`config.mk`:
```
export PLATFORM = sky130hd
export DESIGN_NAME = three_phase_neutral_loss_detector_top
export DESIGN_NICKNAME = d
export VERILOG_FILES = /design/src/design/tpnl_pkg.sv /design/src/design/three_phase_neutral_loss_detector_top.sv /design/src/design/tpnl_diff.sv /design/src/design/tpnl_event.sv
export SDC_FILE = /design/constraint.sdc
export NUM_CORES = 1
export LEC_CHECK = 0
export BUFFER_PORTS_ARGS = -buffer_cell sky130_fd_sc_hd__buf_2
export CAP_MARGIN = 0
export CORE_UTILIZATION = 55
export CTS_CLUSTER_DIAMETER = 200
export DETAILED_ROUTE_END_ITERATION = 16
export GPL_TIMING_DRIVEN = 0
export PLACE_DENSITY = 0.76
export SYNTH_ARGS = -nofsm -noshare
export SYNTH_HDL_FRONTEND = slang
export SYNTH_HIERARCHICAL = 1
export SYNTH_SLANG_ARGS = --single-unit
```
`constraint.sdc`:
```
create_clock -name i_clk -period 31.4 [get_ports i_clk]
set_clock_uncertainty 0.1 [all_clocks]
set_input_delay 6.28 -clock i_clk [delete_from_list [all_inputs] [get_ports i_clk]]
set_output_delay 6.28 -clock i_clk [all_outputs]
set_load 0.05 [all_outputs]
```
`src/design/tpnl_pkg.sv`:
```
package tpnl_pkg;

    localparam int DIFF_W          = 16;
    localparam int TIME_W          = 32;
    localparam int SLOT_W          = 7;
    localparam int EVENT_SLOTS_DEF = 100;

    typedef enum logic {
        KIND_START = 1'b0,
        KIND_END   = 1'b1
    } t_kind;

    typedef struct packed {
        logic [DIFF_W-1:0] phase_a;
        logic [DIFF_W-1:0] phase_b;
        logic [DIFF_W-1:0] phase_c;
        logic [TIME_W-1:0] stamp;
        logic              low_power;
    } t_sample;

    typedef struct packed {
        logic [DIFF_W-1:0] ab;
        logic [DIFF_W-1:0] bc;
        logic [DIFF_W-1:0] ca;
        logic [DIFF_W-1:0] level;
    } t_diffs;

    typedef struct packed {
        t_kind             kind;
        logic [SLOT_W-1:0] slot;
        logic [TIME_W-1:0] rec_time;
        logic [DIFF_W-1:0] ab;
        logic [DIFF_W-1:0] bc;
        logic [DIFF_W-1:0] ca;
        logic [TIME_W-1:0] peak_time;
        logic [DIFF_W-1:0] peak_ab;
        logic [DIFF_W-1:0] peak_bc;
        logic [DIFF_W-1:0] peak_ca;
    } t_record;

endpackage

```
`src/design/three_phase_neutral_loss_detector_top.sv`:
```
// channel | direction | handshake              | word
// sample  | in        | i_in_valid / o_in_stall   | three phase voltages, time, low power
// record  | out       | o_out_valid / i_out_stall | start or end record with peak snapshot
// config  | in        | i_cfg_valid / o_cfg_ready | diff threshold
//
// one sample a cycle while o_in_stall is low; a record made from a sample
// passes the input register, difference/decision logic and output register
// reset is synchronous, active low, and clears event state, snapshot and threshold
// a stalled output holds its record; the input stalls only once the input
// register is full and the output register cannot drain
module three_phase_neutral_loss_detector_top #(
    parameter int EVENT_SLOTS = tpnl_pkg::EVENT_SLOTS_DEF
) (
    input  logic        i_clk,
    input  logic        i_rst_n,

    input  logic        i_in_valid,
    output logic        o_in_stall,
    input  logic [15:0] i_phase_a_voltage,
    input  logic [15:0] i_phase_b_voltage,
    input  logic [15:0] i_phase_c_voltage,
    input  logic [31:0] i_sample_time,
    input  logic        i_low_power,

    output logic        o_out_valid,
    input  logic        i_out_stall,
    output logic        o_record_kind,
    output logic [6:0]  o_slot_index,
    output logic [31:0] o_record_time,
    output logic [15:0] o_diff_ab,
    output logic [15:0] o_diff_bc,
    output logic [15:0] o_diff_ca,
    output logic [31:0] o_peak_time,
    output logic [15:0] o_peak_ab,
    output logic [15:0] o_peak_bc,
    output logic [15:0] o_peak_ca,

    input  logic        i_cfg_valid,
    output logic        o_cfg_ready,
    input  logic [15:0] i_cfg_diff_threshold
);

    logic                        r_in_valid;
    tpnl_pkg::t_sample           r_in_sample;
    logic                        r_out_valid;
    tpnl_pkg::t_record           r_out_rec;
    logic [tpnl_pkg::DIFF_W-1:0] r_threshold;

    tpnl_pkg::t_diffs  diffs;
    tpnl_pkg::t_record res_rec;
    logic              res_valid;
    logic              out_free;
    logic              advance;
    logic              in_take;

    assign out_free    = !r_out_valid || !i_out_stall;
    assign advance     = r_in_valid && out_free;
    assign o_in_stall  = r_in_valid && !out_free;
    assign in_take     = i_in_valid && !o_in_stall;
    assign o_cfg_ready = 1'b1;

    tpnl_diff u_diff (
        .i_sample (r_in_sample),
        .o_diffs  (diffs)
    );

    tpnl_event #(
        .EVENT_SLOTS (EVENT_SLOTS)
    ) u_event (
        .i_clk       (i_clk),
        .i_rst_n     (i_rst_n),
        .i_step      (advance),
        .i_sample    (r_in_sample),
        .i_diffs     (diffs),
        .i_threshold (r_threshold),
        .o_res_valid (res_valid),
        .o_record    (res_rec)
    );

    always_ff @(posedge i_clk) begin
        if (!i_rst_n) begin
            r_threshold <= '0;
        end else if (i_cfg_valid && o_cfg_ready) begin
            r_threshold <= i_cfg_diff_threshold;
        end
    end

    always_ff @(posedge i_clk) begin
        if (!i_rst_n) begin
            r_in_valid <= 1'b0;
        end else if (in_take) begin
            r_in_valid <= 1'b1;
        end else if (advance) begin
            r_in_valid <= 1'b0;
        end
    end

    always_ff @(posedge i_clk) begin
        if (in_take) begin
            r_in_sample.phase_a   <= i_phase_a_voltage;
            r_in_sample.phase_b   <= i_phase_b_voltage;
            r_in_sample.phase_c   <= i_phase_c_voltage;
            r_in_sample.stamp     <= i_sample_time;
            r_in_sample.low_power <= i_low_power;
        end
    end

    always_ff @(posedge i_clk) begin
        if (!i_rst_n) begin
            r_out_valid <= 1'b0;
        end else if (advance && res_valid) begin
            r_out_valid <= 1'b1;
        end else if (!i_out_stall) begin
            r_out_valid <= 1'b0;
        end
    end

    always_ff @(posedge i_clk) begin
        if (advance && res_valid) begin
            r_out_rec <= res_rec;
        end
    end

    assign o_out_valid   = r_out_valid;
    assign o_record_kind = r_out_rec.kind;
    assign o_slot_index  = r_out_rec.slot;
    assign o_record_time = r_out_rec.rec_time;
    assign o_diff_ab     = r_out_rec.ab;
    assign o_diff_bc     = r_out_rec.bc;
    assign o_diff_ca     = r_out_rec.ca;
    assign o_peak_time   = r_out_rec.peak_time;
    assign o_peak_ab     = r_out_rec.peak_ab;
    assign o_peak_bc     = r_out_rec.peak_bc;
    assign o_peak_ca     = r_out_rec.peak_ca;

endmodule

```
`src/design/tpnl_diff.sv`:
```
module tpnl_diff (
    input  tpnl_pkg::t_sample i_sample,
    output tpnl_pkg::t_diffs  o_diffs
);

    function automatic logic [tpnl_pkg::DIFF_W-1:0] absdiff(
        input logic [tpnl_pkg::DIFF_W-1:0] x,
        input logic [tpnl_pkg::DIFF_W-1:0] y
    );
        absdiff = (x >= y) ? x - y : y - x;
    endfunction

    logic [tpnl_pkg::DIFF_W-1:0] ab;
    logic [tpnl_pkg::DIFF_W-1:0] bc;
    logic [tpnl_pkg::DIFF_W-1:0] ca;
    logic [tpnl_pkg::DIFF_W-1:0] m;

    always_comb begin
        ab = absdiff(i_sample.phase_a, i_sample.phase_b);
        bc = absdiff(i_sample.phase_b, i_sample.phase_c);
        ca = absdiff(i_sample.phase_c, i_sample.phase_a);
        m  = ab;
        if (bc > m) begin
            m = bc;
        end
        if (ca > m) begin
            m = ca;
        end
        o_diffs.ab    = ab;
        o_diffs.bc    = bc;
        o_diffs.ca    = ca;
        o_diffs.level = m;
    end

endmodule

```
`src/design/tpnl_event.sv`:
```
module tpnl_event #(
    parameter int EVENT_SLOTS = tpnl_pkg::EVENT_SLOTS_DEF
) (
    input  logic                        i_clk,
    input  logic                        i_rst_n,
    input  logic                        i_step,
    input  tpnl_pkg::t_sample           i_sample,
    input  tpnl_pkg::t_diffs            i_diffs,
    input  logic [tpnl_pkg::DIFF_W-1:0] i_threshold,
    output logic                        o_res_valid,
    output tpnl_pkg::t_record           o_record
);

    localparam logic [tpnl_pkg::SLOT_W-1:0] LAST_SLOT =
        tpnl_pkg::SLOT_W'(EVENT_SLOTS - 1);

    logic                        r_active;
    logic [tpnl_pkg::SLOT_W-1:0] r_slot;
    logic [tpnl_pkg::DIFF_W-1:0] r_peak_ab;
    logic [tpnl_pkg::DIFF_W-1:0] r_peak_bc;
    logic [tpnl_pkg::DIFF_W-1:0] r_peak_ca;
    logic [tpnl_pkg::DIFF_W-1:0] r_peak_level;
    logic [tpnl_pkg::TIME_W-1:0] r_peak_stamp;

    logic any_at;
    logic start;
    logic close;
    logic take;
    logic live;

    always_comb begin
        any_at = (i_diffs.ab >= i_threshold) || (i_diffs.bc >= i_threshold) ||
                 (i_diffs.ca >= i_threshold);
        start  = !r_active && any_at;
        close  = r_active && !any_at;
        // a start always retakes the snapshot
        take   = start || (i_diffs.ab > r_peak_level) ||
                 (i_diffs.bc > r_peak_level) || (i_diffs.ca > r_peak_level);
        live   = i_step && !i_sample.low_power;

        o_res_valid        = !i_sample.low_power && (start || close);
        o_record.kind      = close ? tpnl_pkg::KIND_END : tpnl_pkg::KIND_START;
        o_record.slot      = r_slot;
        o_record.rec_time  = i_sample.stamp;
        o_record.ab        = i_diffs.ab;
        o_record.bc        = i_diffs.bc;
        o_record.ca        = i_diffs.ca;
        o_record.peak_time = close ? r_peak_stamp : '0;
        o_record.peak_ab   = close ? r_peak_ab : '0;
        o_record.peak_bc   = close ? r_peak_bc : '0;
        o_record.peak_ca   = close ? r_peak_ca : '0;
    end

    always_ff @(posedge i_clk) begin
        if (!i_rst_n) begin
            r_active     <= 1'b0;
            r_slot       <= '0;
            r_peak_ab    <= '0;
            r_peak_bc    <= '0;
            r_peak_ca    <= '0;
            r_peak_level <= '0;
            r_peak_stamp <= '0;
        end else if (live) begin
            if (start) begin
                r_active <= 1'b1;
            end
            if (close) begin
                r_active <= 1'b0;
                r_slot   <= (r_slot >= LAST_SLOT) ? '0 : r_slot + tpnl_pkg::SLOT_W'(1);
            end
            if (take) begin
                r_peak_ab    <= i_diffs.ab;
                r_peak_bc    <= i_diffs.bc;
                r_peak_ca    <= i_diffs.ca;
                r_peak_level <= i_diffs.level;
                r_peak_stamp <= i_sample.stamp;
            end
        end
    end

    a_slot_range: assert property (@(posedge i_clk) disable iff (!i_rst_n)
        r_slot <= LAST_SLOT)
        else $error("event slot beyond last slot");

    a_level_is_max: assert property (@(posedge i_clk) disable iff (!i_rst_n)
        (r_peak_level >= r_peak_ab) && (r_peak_level >= r_peak_bc) &&
        (r_peak_level >= r_peak_ca) &&
        ((r_peak_level == r_peak_ab) || (r_peak_level == r_peak_bc) ||
         (r_peak_level == r_peak_ca)))
        else $error("peak level is not the snapshot maximum");

    a_start_opens: assert property (@(posedge i_clk) disable iff (!i_rst_n)
        (live && start) |=> (r_active && r_peak_stamp == $past(i_sample.stamp)))
        else $error("start did not open event and take snapshot");

    a_end_closes: assert property (@(posedge i_clk) disable iff (!i_rst_n)
        (live && close) |=> (!r_active && r_slot != $past(r_slot)))
        else $error("end did not close event and advance slot");

endmodule

```
==> results of run 1 <==
## cell type report
cell class | count | area share
Multi-Input combinational cell | 1375 | 0.4043
Buffer | 163 | 0.04253
Sequential cell | 371 | 0.3943
Timing Repair Buffer | 281 | 0.06158
Tap cell | 518 | 0.02576
Inverter | 140 | 0.02089
Clock buffer | 59 | 0.04591
Antenna cell | 2 | 0.0001990
Clock inverter | 13 | 0.004526
## power groups by stage
stage / registers (mW) / logic (mW) / clock network [mW]
2_1_floorplan: 0.635 / 0.456 / 0
3_3_place_gp: 0.611 / 0.660 / 0
3_5_place_dp: 0.606 / 0.685 / 0
4_1_cts: 0.596 / 0.689 / 0.461
5_1_grt: 0.601 / 0.759 / 0.479
6_report: 0.596 / 0.704 / 0.453
## how the worst max path moves through the flow
stage                    start            end  slack [ns]  cells after the start
3_5_place_dp       i_out_stall     o_in_stall       18.05                      3
5_1_grt            i_out_stall     o_in_stall       18.03                      3
4_1_cts            i_out_stall     o_in_stall       18.05                      3
3_3_place_gp   r_in_sample[34]  o_diff_ab[13]       12.36                     19
2_1_floorplan      i_out_stall   o_diff_ab[0]       16.18                      1
6_report           i_out_stall     o_in_stall       18.05                      3
## layer usage
metal,vias to the layer above,GRT usage
met3,137,0.04621
li1,7847,-
met2,574,0.5107
met5,-,0
met4,0,0.1347
met1,7941,0.3748
## cells by family after synthesis
logic type | after synthesis | synth area share
AND/OR/NAND/NOR | 574 | 0.1290
buffers and inverters | 303 | 0.07371
other | 1 | 0.0001733
AO/OA/AOI/OAI | 374 | 0.1146
XOR/XNOR | 44 | 0.01815
flip-flops | 371 | 0.4583
multiplexers | 153 | 0.07163
adder cells (fa/ha/maj) | 229 | 0.1345
## through the flow
step	std cells	cell area (µm²)	worst slack (ns)	power [mW]	util
after floorplan	2049	21640	16.18	1.091	-
after global placement	2837	23640	12.36	1.272	0.6103
after detailed placement	2847	23870	18.05	1.290	0.6163
after CTS	2919	25140	18.05	1.746	0.6491
after global routing	2922	25160	18.03	1.840	0.6494
final	2922	25160	18.05	1.753	0.6494
## registers in the layout, summed over array words and instances (netlist names), 32 cells and up
register              flops
o_record_time            32
u_event/r_peak_stamp     32
r_in_sample              81
o_peak_time              32
## cells in the final DEF (no fill, tap or decap), drive strengths merged, types with 47 or more instances in the layout
cell type,instances
ha,223
mux2i,144
o21ai,67
clkbuf,111
nor2,73
inv,142
a21o,47
a21oi,108
edfxtp,249
buf,392
and2,87
dfxtp,122
nand2,261
## critical path: stages
cell and delay (ns):
buf_2 0.12, and3_1 0.26, buf_2 0.31
==> results.json, run 1 <==
{
  "outcome": "finished, violations left",
  "violations": "max-capacitance violations, max-slew violations",
  "p_sw_frac": 0.3675,
  "yosysUniqueCellTypes": 87,
  "yosys_warnings": 6,
  "peakVddDrop_uv": 49.89,
  "synth_area_leaders": "edfxtp_1, ha_1, dfxtp_1",
  "yosysMostFrequentCell": "nand2_1",
  "reg2regPathDepth": 30,
  "route.met3.wl_mm": 3.523,
  "powerDensity_mw_per_mm2": 69.68,
  "syn-cell-area_mm2": 0.02164,
  "post_cts_buffers": 0,
  "hold_depth": 2,
  "cts_resized": 0,
  "hold_ws_ns": 0.3556,
  "grt_pass1_vias": 16330,
  "clk_path_buf_depth": 3,
  "p_clk_frac": 0.258,
  "async_flop_share": 0,
  "yosys-top-cells-count": "nand2_1, edfxtp_1, ha_1",
  "maxCapViolCount": 2,
  "place_congestion": 0.9560,
  "met1_length_mm": 25.76,
  "globalRouteTotalUtil": 0.2994,
  "synth_edf_count": 249,
  "synthDominantCellAreaShare": 0.3455,
  "drt_iter0_drc": 1033,
  "grt_pass1_wl_mm": 92.22,
  "antenna_found_initial": 1,
  "cts_root_buf": "clkbuf_16",
  "synth_fp_nets": 2380,
  "worst-r2r-setup-slack_ns": 20.80,
  "end_kind": "output pin",
  "p_int_mw": 1.109,
  "cts_tree": "yes",
  "crit_fanout": 3,
  "leakage_nw": 11.47,
  "rsz0062_at_grt": "no",
  "multi_input_area_mm2": 0.01017,
  "die_area_mm2": 0.04015,
  "finalCritPeriodShare": 0.4251,
  "wire_per_inst_um": 21.00,
  "syn_to_final_growth_pct": 16.23,
  "n_fill_cell": 3082,
  "clk_pin_slew_ns": 0.06,
  "r2r_start": "r_in_sample[34]",
  "fin_nets": 2702,
  "hpwl_mm": 47.13,
  "seqPwrFrac": 0.340,
  "port_buffers": 270,
  "ant_nets": 0,
  "power_switching_uw": 644.1,
  "rows": 72,
  "highest_layer": "met4",
  "dieWidth_um": 200.4,
  "htree_num_levels": 2,
  "max_slew_margin": -0.03159,
  "die_h_um": 200.4,
  "min_from": "u_event/r_peak_stamp[14]",
  "drive_above_1_share": 0.2011,
  "cts-buffers-inserted": 39,
  "seq_area_mm2": 0.009920,
  "worstSkewPairLatency_ns": 0.56,
  "period_minus_slack_ns": 13.35,
  "pin_count": 273,
  "drc": 0,
  "synth-seq-cells": 371,
  "min_path_type": "reg2reg",
  "gr-total-overflow": 0,
  "drv_slew": 8,
  "num_vias": 16500,
  "hold_viol": 0,
  "grt_start_max_net_pins": 40,
  "max_freq_ghz": 0.07492,
  "crit_arrival_ns": 6.97,
  "setup_tns_ns": 0,
  "tightest_slew_ns": 1.542,
  "wirelength_mm": 61.36,
  "drt_pre_antenna_iters": 8,
  "via_per_inst": 5.646,
  "crit_type": "in2out",
  "met2WireLength_mm": 29.49,
  "cts.hold.buffers_added": 0,
  "synthFlopType": "edfxtp_1",
  "comb_power_share": 0.402,
  "crit_path_start_kind": "input pin",
  "core-area_mm2": 0.03874,
  "min_to": "u_event/r_peak_stamp[14]",
  "synthCells": 2049,
  "start_util": 0.5587,
  "yosys.area.top_type": "edfxtp_1",
  "ys_seq_area_frac": 0.4583,
  "syn_area_per_cell_um2": 10.56,
  "cp.required_ns": 25.02,
  "setup_viol": 0,
  "r2r-end": "u_event/r_peak_level[15]",
  "clock-sinks": 371
}
Power figures use the tool's default switching activity.
==> inputs of run 2 (changes only) <==
==> constraint.sdc (replaced) <==
create_clock -name i_clk -period 12.85 [get_ports i_clk]
set_clock_uncertainty 0.1 [all_clocks]
set_input_delay 2.57 -clock i_clk [delete_from_list [all_inputs] [get_ports i_clk]]
set_output_delay 2.57 -clock i_clk [all_outputs]
set_load 0.05 [all_outputs]
==> run 2 against run 1 <==
Via count is essentially flat. Cell area barely moved. The flow now finishes without violations. Clock power rose by 140%. Critical path type is now reg2reg. Largest cell class unchanged.
==> results.json, run 2 (synthesized netlist as in run 1, its figures left out) <==
{
  "wirelength_mm": 59.33,
  "crit_slowest_cell": "xor2_1",
  "max_freq_ghz": 0.09676,
  "period_minus_slack_ns": 10.34,
  "drc": 0,
  "n_fill_cell": 3127,
  "cts_tree": "yes",
  "cts.hold.buffers_added": 0,
  "max_slew_margin": 0.03124,
  "cts_root_buf": "clkbuf_16",
  "crit_fanout": 10,
  "worstSkewPairLatency_ns": 0.56,
  "crit_type": "reg2reg",
  "wire_per_inst_um": 20.30,
  "largest_reg_flops": 81,
  "place_congestion": 0.9812,
  "antenna_found_initial": 4,
  "end_kind": "register",
  "crit_path_start_kind": "register",
  "p_clk_frac": 0.254,
  "start_util": 0.5587,
  "grt_pass1_wl_mm": 90.35,
  "layout_commonest_cell": "buf_2",
  "die_h_um": 200.4,
  "peakVddDrop_uv": 121.4,
  "fin_nets": 2701,
  "setup_tns_ns": 0,
  "clock-sinks": 371,
  "worst-r2r-setup-slack_ns": 2.51,
  "reg2regPathDepth": 32,
  "critPathMaxStageDelay_ns": 1.04,
  "largest_register": "r_in_sample",
  "multi_input_area_mm2": 0.01019,
  "cp.required_ns": 13.24,
  "maxCapViolCount": 0,
  "gr-total-overflow": 0,
  "port_buffers": 270,
  "globalRouteTotalUtil": 0.2922,
  "hpwl_mm": 45.82,
  "drive_above_1_share": 0.2021,
  "via_per_inst": 5.652,
  "r2r-end": "u_event/r_peak_level[15]",
  "syn_to_final_growth_pct": 16.14,
  "drv_slew": 0,
  "min_to": "u_event/r_peak_bc[13]",
  "hold_viol": 0,
  "finalCritPeriodShare": 0.8043,
  "post_cts_buffers": 0,
  "grt_start_max_net_pins": 40,
  "place_ws_ns": 2.738,
  "powerDensity_mw_per_mm2": 168.3,
  "r2r_start": "r_in_sample[50]",
  "power_switching_mw": 1.548,
  "die_area_mm2": 0.04015,
  "num_vias": 16510,
  "clk_path_buf_depth": 3,
  "p_sw_frac": 0.3658,
  "layout_common_cells": "buf_2, nand2_1, edfxtp_1",
  "min_from": "u_event/r_peak_bc[13]",
  "cts-buffers-inserted": 38,
  "min_path_type": "reg2reg",
  "ant_nets": 0,
  "comb_power_share": 0.401,
  "drt_iter0_drc": 1146,
  "seq_area_mm2": 0.009920,
  "hold_depth": 2,
  "p_int_mw": 2.683,
  "core-area_mm2": 0.03874,
  "seqPwrFrac": 0.344,
  "rsz0062_at_grt": "no",
  "crit_arrival_ns": 10.73,
  "setup_viol": 0,
  "pin_count": 273,
  "crit_top_cell": "o21ai_0",
  "dieWidth_um": 200.4,
  "critPathLaunch": "r_in_sample[50]",
  "tightest_slew_ns": 1.443,
  "setup_ws_ns": 2.515,
  "htree_num_levels": 2,
  "rows": 72,
  "cts_resized": 0,
  "clk_pin_slew_ns": 0.07,
  "outcome": "complete, no violations",
  "drt_pre_antenna_iters": 6,
  "grt_pass1_vias": 16420,
  "leakage_nw": 11.46
}
-- run 2: changes by cell type in the layout (fill, tap and decap cells not counted), sizes merged --
cell / before / now
clkbuf: 111 / 104
clkinv: 9 / 12
diode: 2 / 4
clkinvlp: 1 / 2
inv: 142 / 143
-- run 2: power by group through the flow --
stage | Sequential [mW] | Combinational [mW] | Clock, mW
2_1_floorplan | 1.55 | 1.11 | 0
3_3_place_gp | 1.49 | 1.59 | 0
3_5_place_dp | 1.48 | 1.66 | 0
4_1_cts | 1.46 | 1.67 | 1.10
5_1_grt | 1.47 | 1.84 | 1.14
6_report | 1.46 | 1.70 | 1.08
-- run 2: metal layers --
metal  global-route usage  part of all wire  wire length (µm)
met1               0.3615              0.41             24430
met2               0.4929              0.47             28160
met3              0.04751             0.064              3821
met4               0.1508             0.049              2921
met5                    0                 0                 0
-- run 2: worst max-delay path by stage --
stage	endpoint	slack [ns]	cells past startpoint
after floorplan	o_diff_ab[0]	3.00	24
after global placement	o_diff_ca[8]	-0.87	19
after detailed placement	u_event/r_peak_level[15]	2.74	32
after CTS	u_event/r_peak_level[15]	2.70	32
after global routing	u_event/r_peak_level[15]	1.90	32
final	u_event/r_peak_level[15]	2.51	32
-- run 2: layout make-up --
type                    instances  area share
plain buffers                 163     0.04256
multi-input cells            1375      0.4055
clock inverters                18    0.005426
clock buffers                  52     0.04316
repair buffers                281     0.06162
inverters                     140     0.02091
well taps                     518     0.02578
flip-flops and latches        371      0.3946
diodes                          4   0.0003982
-- run 2: through the flow --
step             util  total power [mW]  std cells  hold slack, ns  cell area [µm²]
2_1_floorplan       -             2.661       2049          0.3315            21650
5_1_grt        0.6489             4.454       2922          0.3731            25140
6_report       0.6489             4.230       2922          0.3530            25140
4_1_cts        0.6486             4.223       2918          0.3547            25130
3_5_place_dp   0.6171             3.140       2848          0.3463            23910
3_3_place_gp   0.6104             3.080       2837          0.3405            23650
-- run 2: critical path: cells and delay by family (launching register included) --
family	cells	cell delay, ns
buf+inv	4	0.88
xor+xnor	1	1.04
flops	1	0.53
compound gates	14	4.57
fa+ha+maj	3	1.10
simple gates	9	1.85
mux	1	0.17
==> inputs of run 3 (changes only) <==
==> constraint.sdc (replaced) <==
create_clock -name i_clk -period 10.3 [get_ports i_clk]
set_clock_uncertainty 0.1 [all_clocks]
set_input_delay 2.06 -clock i_clk [delete_from_list [all_inputs] [get_ports i_clk]]
set_output_delay 2.06 -clock i_clk [all_outputs]
set_load 0.05 [all_outputs]
==> run 3 against run 2 <==
The flow now finishes with violations (max-capacitance violations, max-slew violations). First-iteration DRC count is 2.0% higher. Hold slack better by 0.0025 ns. Die area stayed put. Count of clock-buffer cells in the layout stayed put. Core utilization is 0.13 points higher. Global-route usage stayed put. Routed wire length hardly changed. Highest routed layer unchanged.
==> results.json, run 3 (synthesized netlist as in run 1, its figures left out) <==
{
  "clk_path_buf_depth": 3,
  "crit_path_start_kind": "register",
  "grt_pass1_wl_mm": 90.35,
  "dp_cells": 2848,
  "n_fill_cell": 3119,
  "clk_pin_slew_ns": 0.06,
  "cts_root_buf": "clkbuf_16",
  "final_cells": 2924,
  "via_per_inst": 5.645,
  "grt_pass1_vias": 16420,
  "gr-total-overflow": 0,
  "hold_viol": 0,
  "cp.required_ns": 10.69,
  "dieWidth_um": 200.4,
  "crit_top_cell": "o21ai_0",
  "drt_pre_antenna_iters": 6,
  "die_area_mm2": 0.04015,
  "syn_to_final_growth_pct": 16.37,
  "period_minus_slack_ns": 9.817,
  "powerDensity_mw_per_mm2": 210.0,
  "clock-sinks": 371,
  "maxCapViolCount": 1,
  "layout_commonest_cell": "buf_2",
  "max_freq_ghz": 0.1019,
  "place_congestion": 0.9812,
  "fin_nets": 2703,
  "hpwl_mm": 45.82,
  "violations": "max-capacitance violations, max-slew violations",
  "finalCritPeriodShare": 0.9531,
  "die_h_um": 200.4,
  "p_total_mw": 5.290,
  "peakVddDrop_uv": 151.4,
  "max_slew_margin": -0.001110,
  "wire_per_inst_um": 20.28,
  "drc": 0,
  "drv_slew": 1,
  "start_util": 0.5587,
  "crit_type": "reg2reg",
  "htree_num_levels": 2,
  "worstSkewPairLatency_ns": 0.56,
  "ant_nets": 0,
  "crit_arrival_ns": 10.21,
  "largest_reg_flops": 81,
  "wirelength_mm": 59.29,
  "crit_fanout": 10,
  "cts.hold.buffers_added": 0,
  "layout_common_cells": "buf_2, nand2_1, edfxtp_1",
  "setup_viol": 0,
  "cts_tree": "yes",
  "outcome": "finished, violations left",
  "tightest_slew_ns": 1.491,
  "critPathMaxStageDelay_ns": 1.05,
  "num_vias": 16510,
  "port_buffers": 270,
  "end_kind": "register",
  "min_path_type": "reg2reg",
  "hold_ws_ns": 0.3555,
  "rsz0062_at_grt": "no",
  "drt_iter0_drc": 1169,
  "drive_above_1_share": 0.2040,
  "setup_tns_ns": 0,
  "leakage_nw": 11.48,
  "rows": 72,
  "core-area_mm2": 0.03874,
  "largest_register": "r_in_sample",
  "cts-buffers-inserted": 38,
  "antenna_found_initial": 4,
  "crit_slowest_cell": "xor2_1",
  "grt_start_max_net_pins": 40,
  "globalRouteTotalUtil": 0.2922,
  "pin_count": 273
}
run 3: cell count changes in the layout (fill, tap and decap cells not counted):
cell and delta:
o311ai_0 -1, buf_4 +2, xor2_4 +1, xor2_2 +2
o311ai_1 +1, xor2_1 -3
run 3: cell type report:
class                   count  area (µm²)  share of cell area
diodes                      4       10.01           0.0003974
plain buffers             163        1070             0.04248
multi-input cells        1375       10230              0.4061
clock inverters            18       136.4            0.005415
flip-flops and latches    371        9920              0.3939
clock buffers              52        1085             0.04307
repair buffers            283        1564             0.06210
inverters                 140       525.5             0.02087
well taps                 518       648.1             0.02573
run 3: through the flow:
step | instance area [µm²] | setup slack (ns) | util
floorplan | 21650 | 0.4546 | -
global placement | 23650 | -3.425 | 0.6104
detailed placement | 23910 | 0.1877 | 0.6171
CTS | 25130 | 0.1513 | 0.6486
global route | 25190 | 0.1016 | 0.6502
finish | 25190 | 0.4827 | 0.6502
run 3: timing repair:
action / CTS / global route
setup endpoints to repair: 0 / 14
buffers inserted: 0 / 2
resized for setup: 0 / 5
run 3: worst max-delay path, delay by kind of cell, from the launching register on:
kind / cells / cell delay [ns]
simple gates: 9 / 1.63
fa+ha+maj: 3 / 1.20
flops: 1 / 0.53
xor+xnor: 1 / 1.05
mux: 2 / 0.43
compound gates: 14 / 3.65
buf+inv: 5 / 1.16
run 3: path summary, 6_finish.rpt:
kind	from	endpoint	slack [ns]	depth (start not counted)
max	r_in_sample[50]	u_event/r_peak_level[14]	0.48	34
min	u_event/r_peak_bc[13]	u_event/r_peak_bc[13]	0.36	2
min reg2reg	u_event/r_peak_bc[13]	u_event/r_peak_bc[13]	0.36	2
max reg2reg	r_in_sample[50]	u_event/r_peak_level[14]	0.48	34
run 3: layer usage:
metal  share of wire  vias to the layer above  GRT usage
li1                -                     7864          -
met1            0.42                     7838     0.3615
met2            0.47                      642     0.4929
met3           0.060                      162    0.04751
met4           0.049                        0     0.1508
met5               0                        -          0
run 3: report_power, final:
part	total, mW	switching, mW	internal (mW)	leakage, nW
clock network	1.34	0.572	0.770	0.601
logic	2.13	1.30	0.834	7.42
registers	1.82	0.0684	1.75	3.46
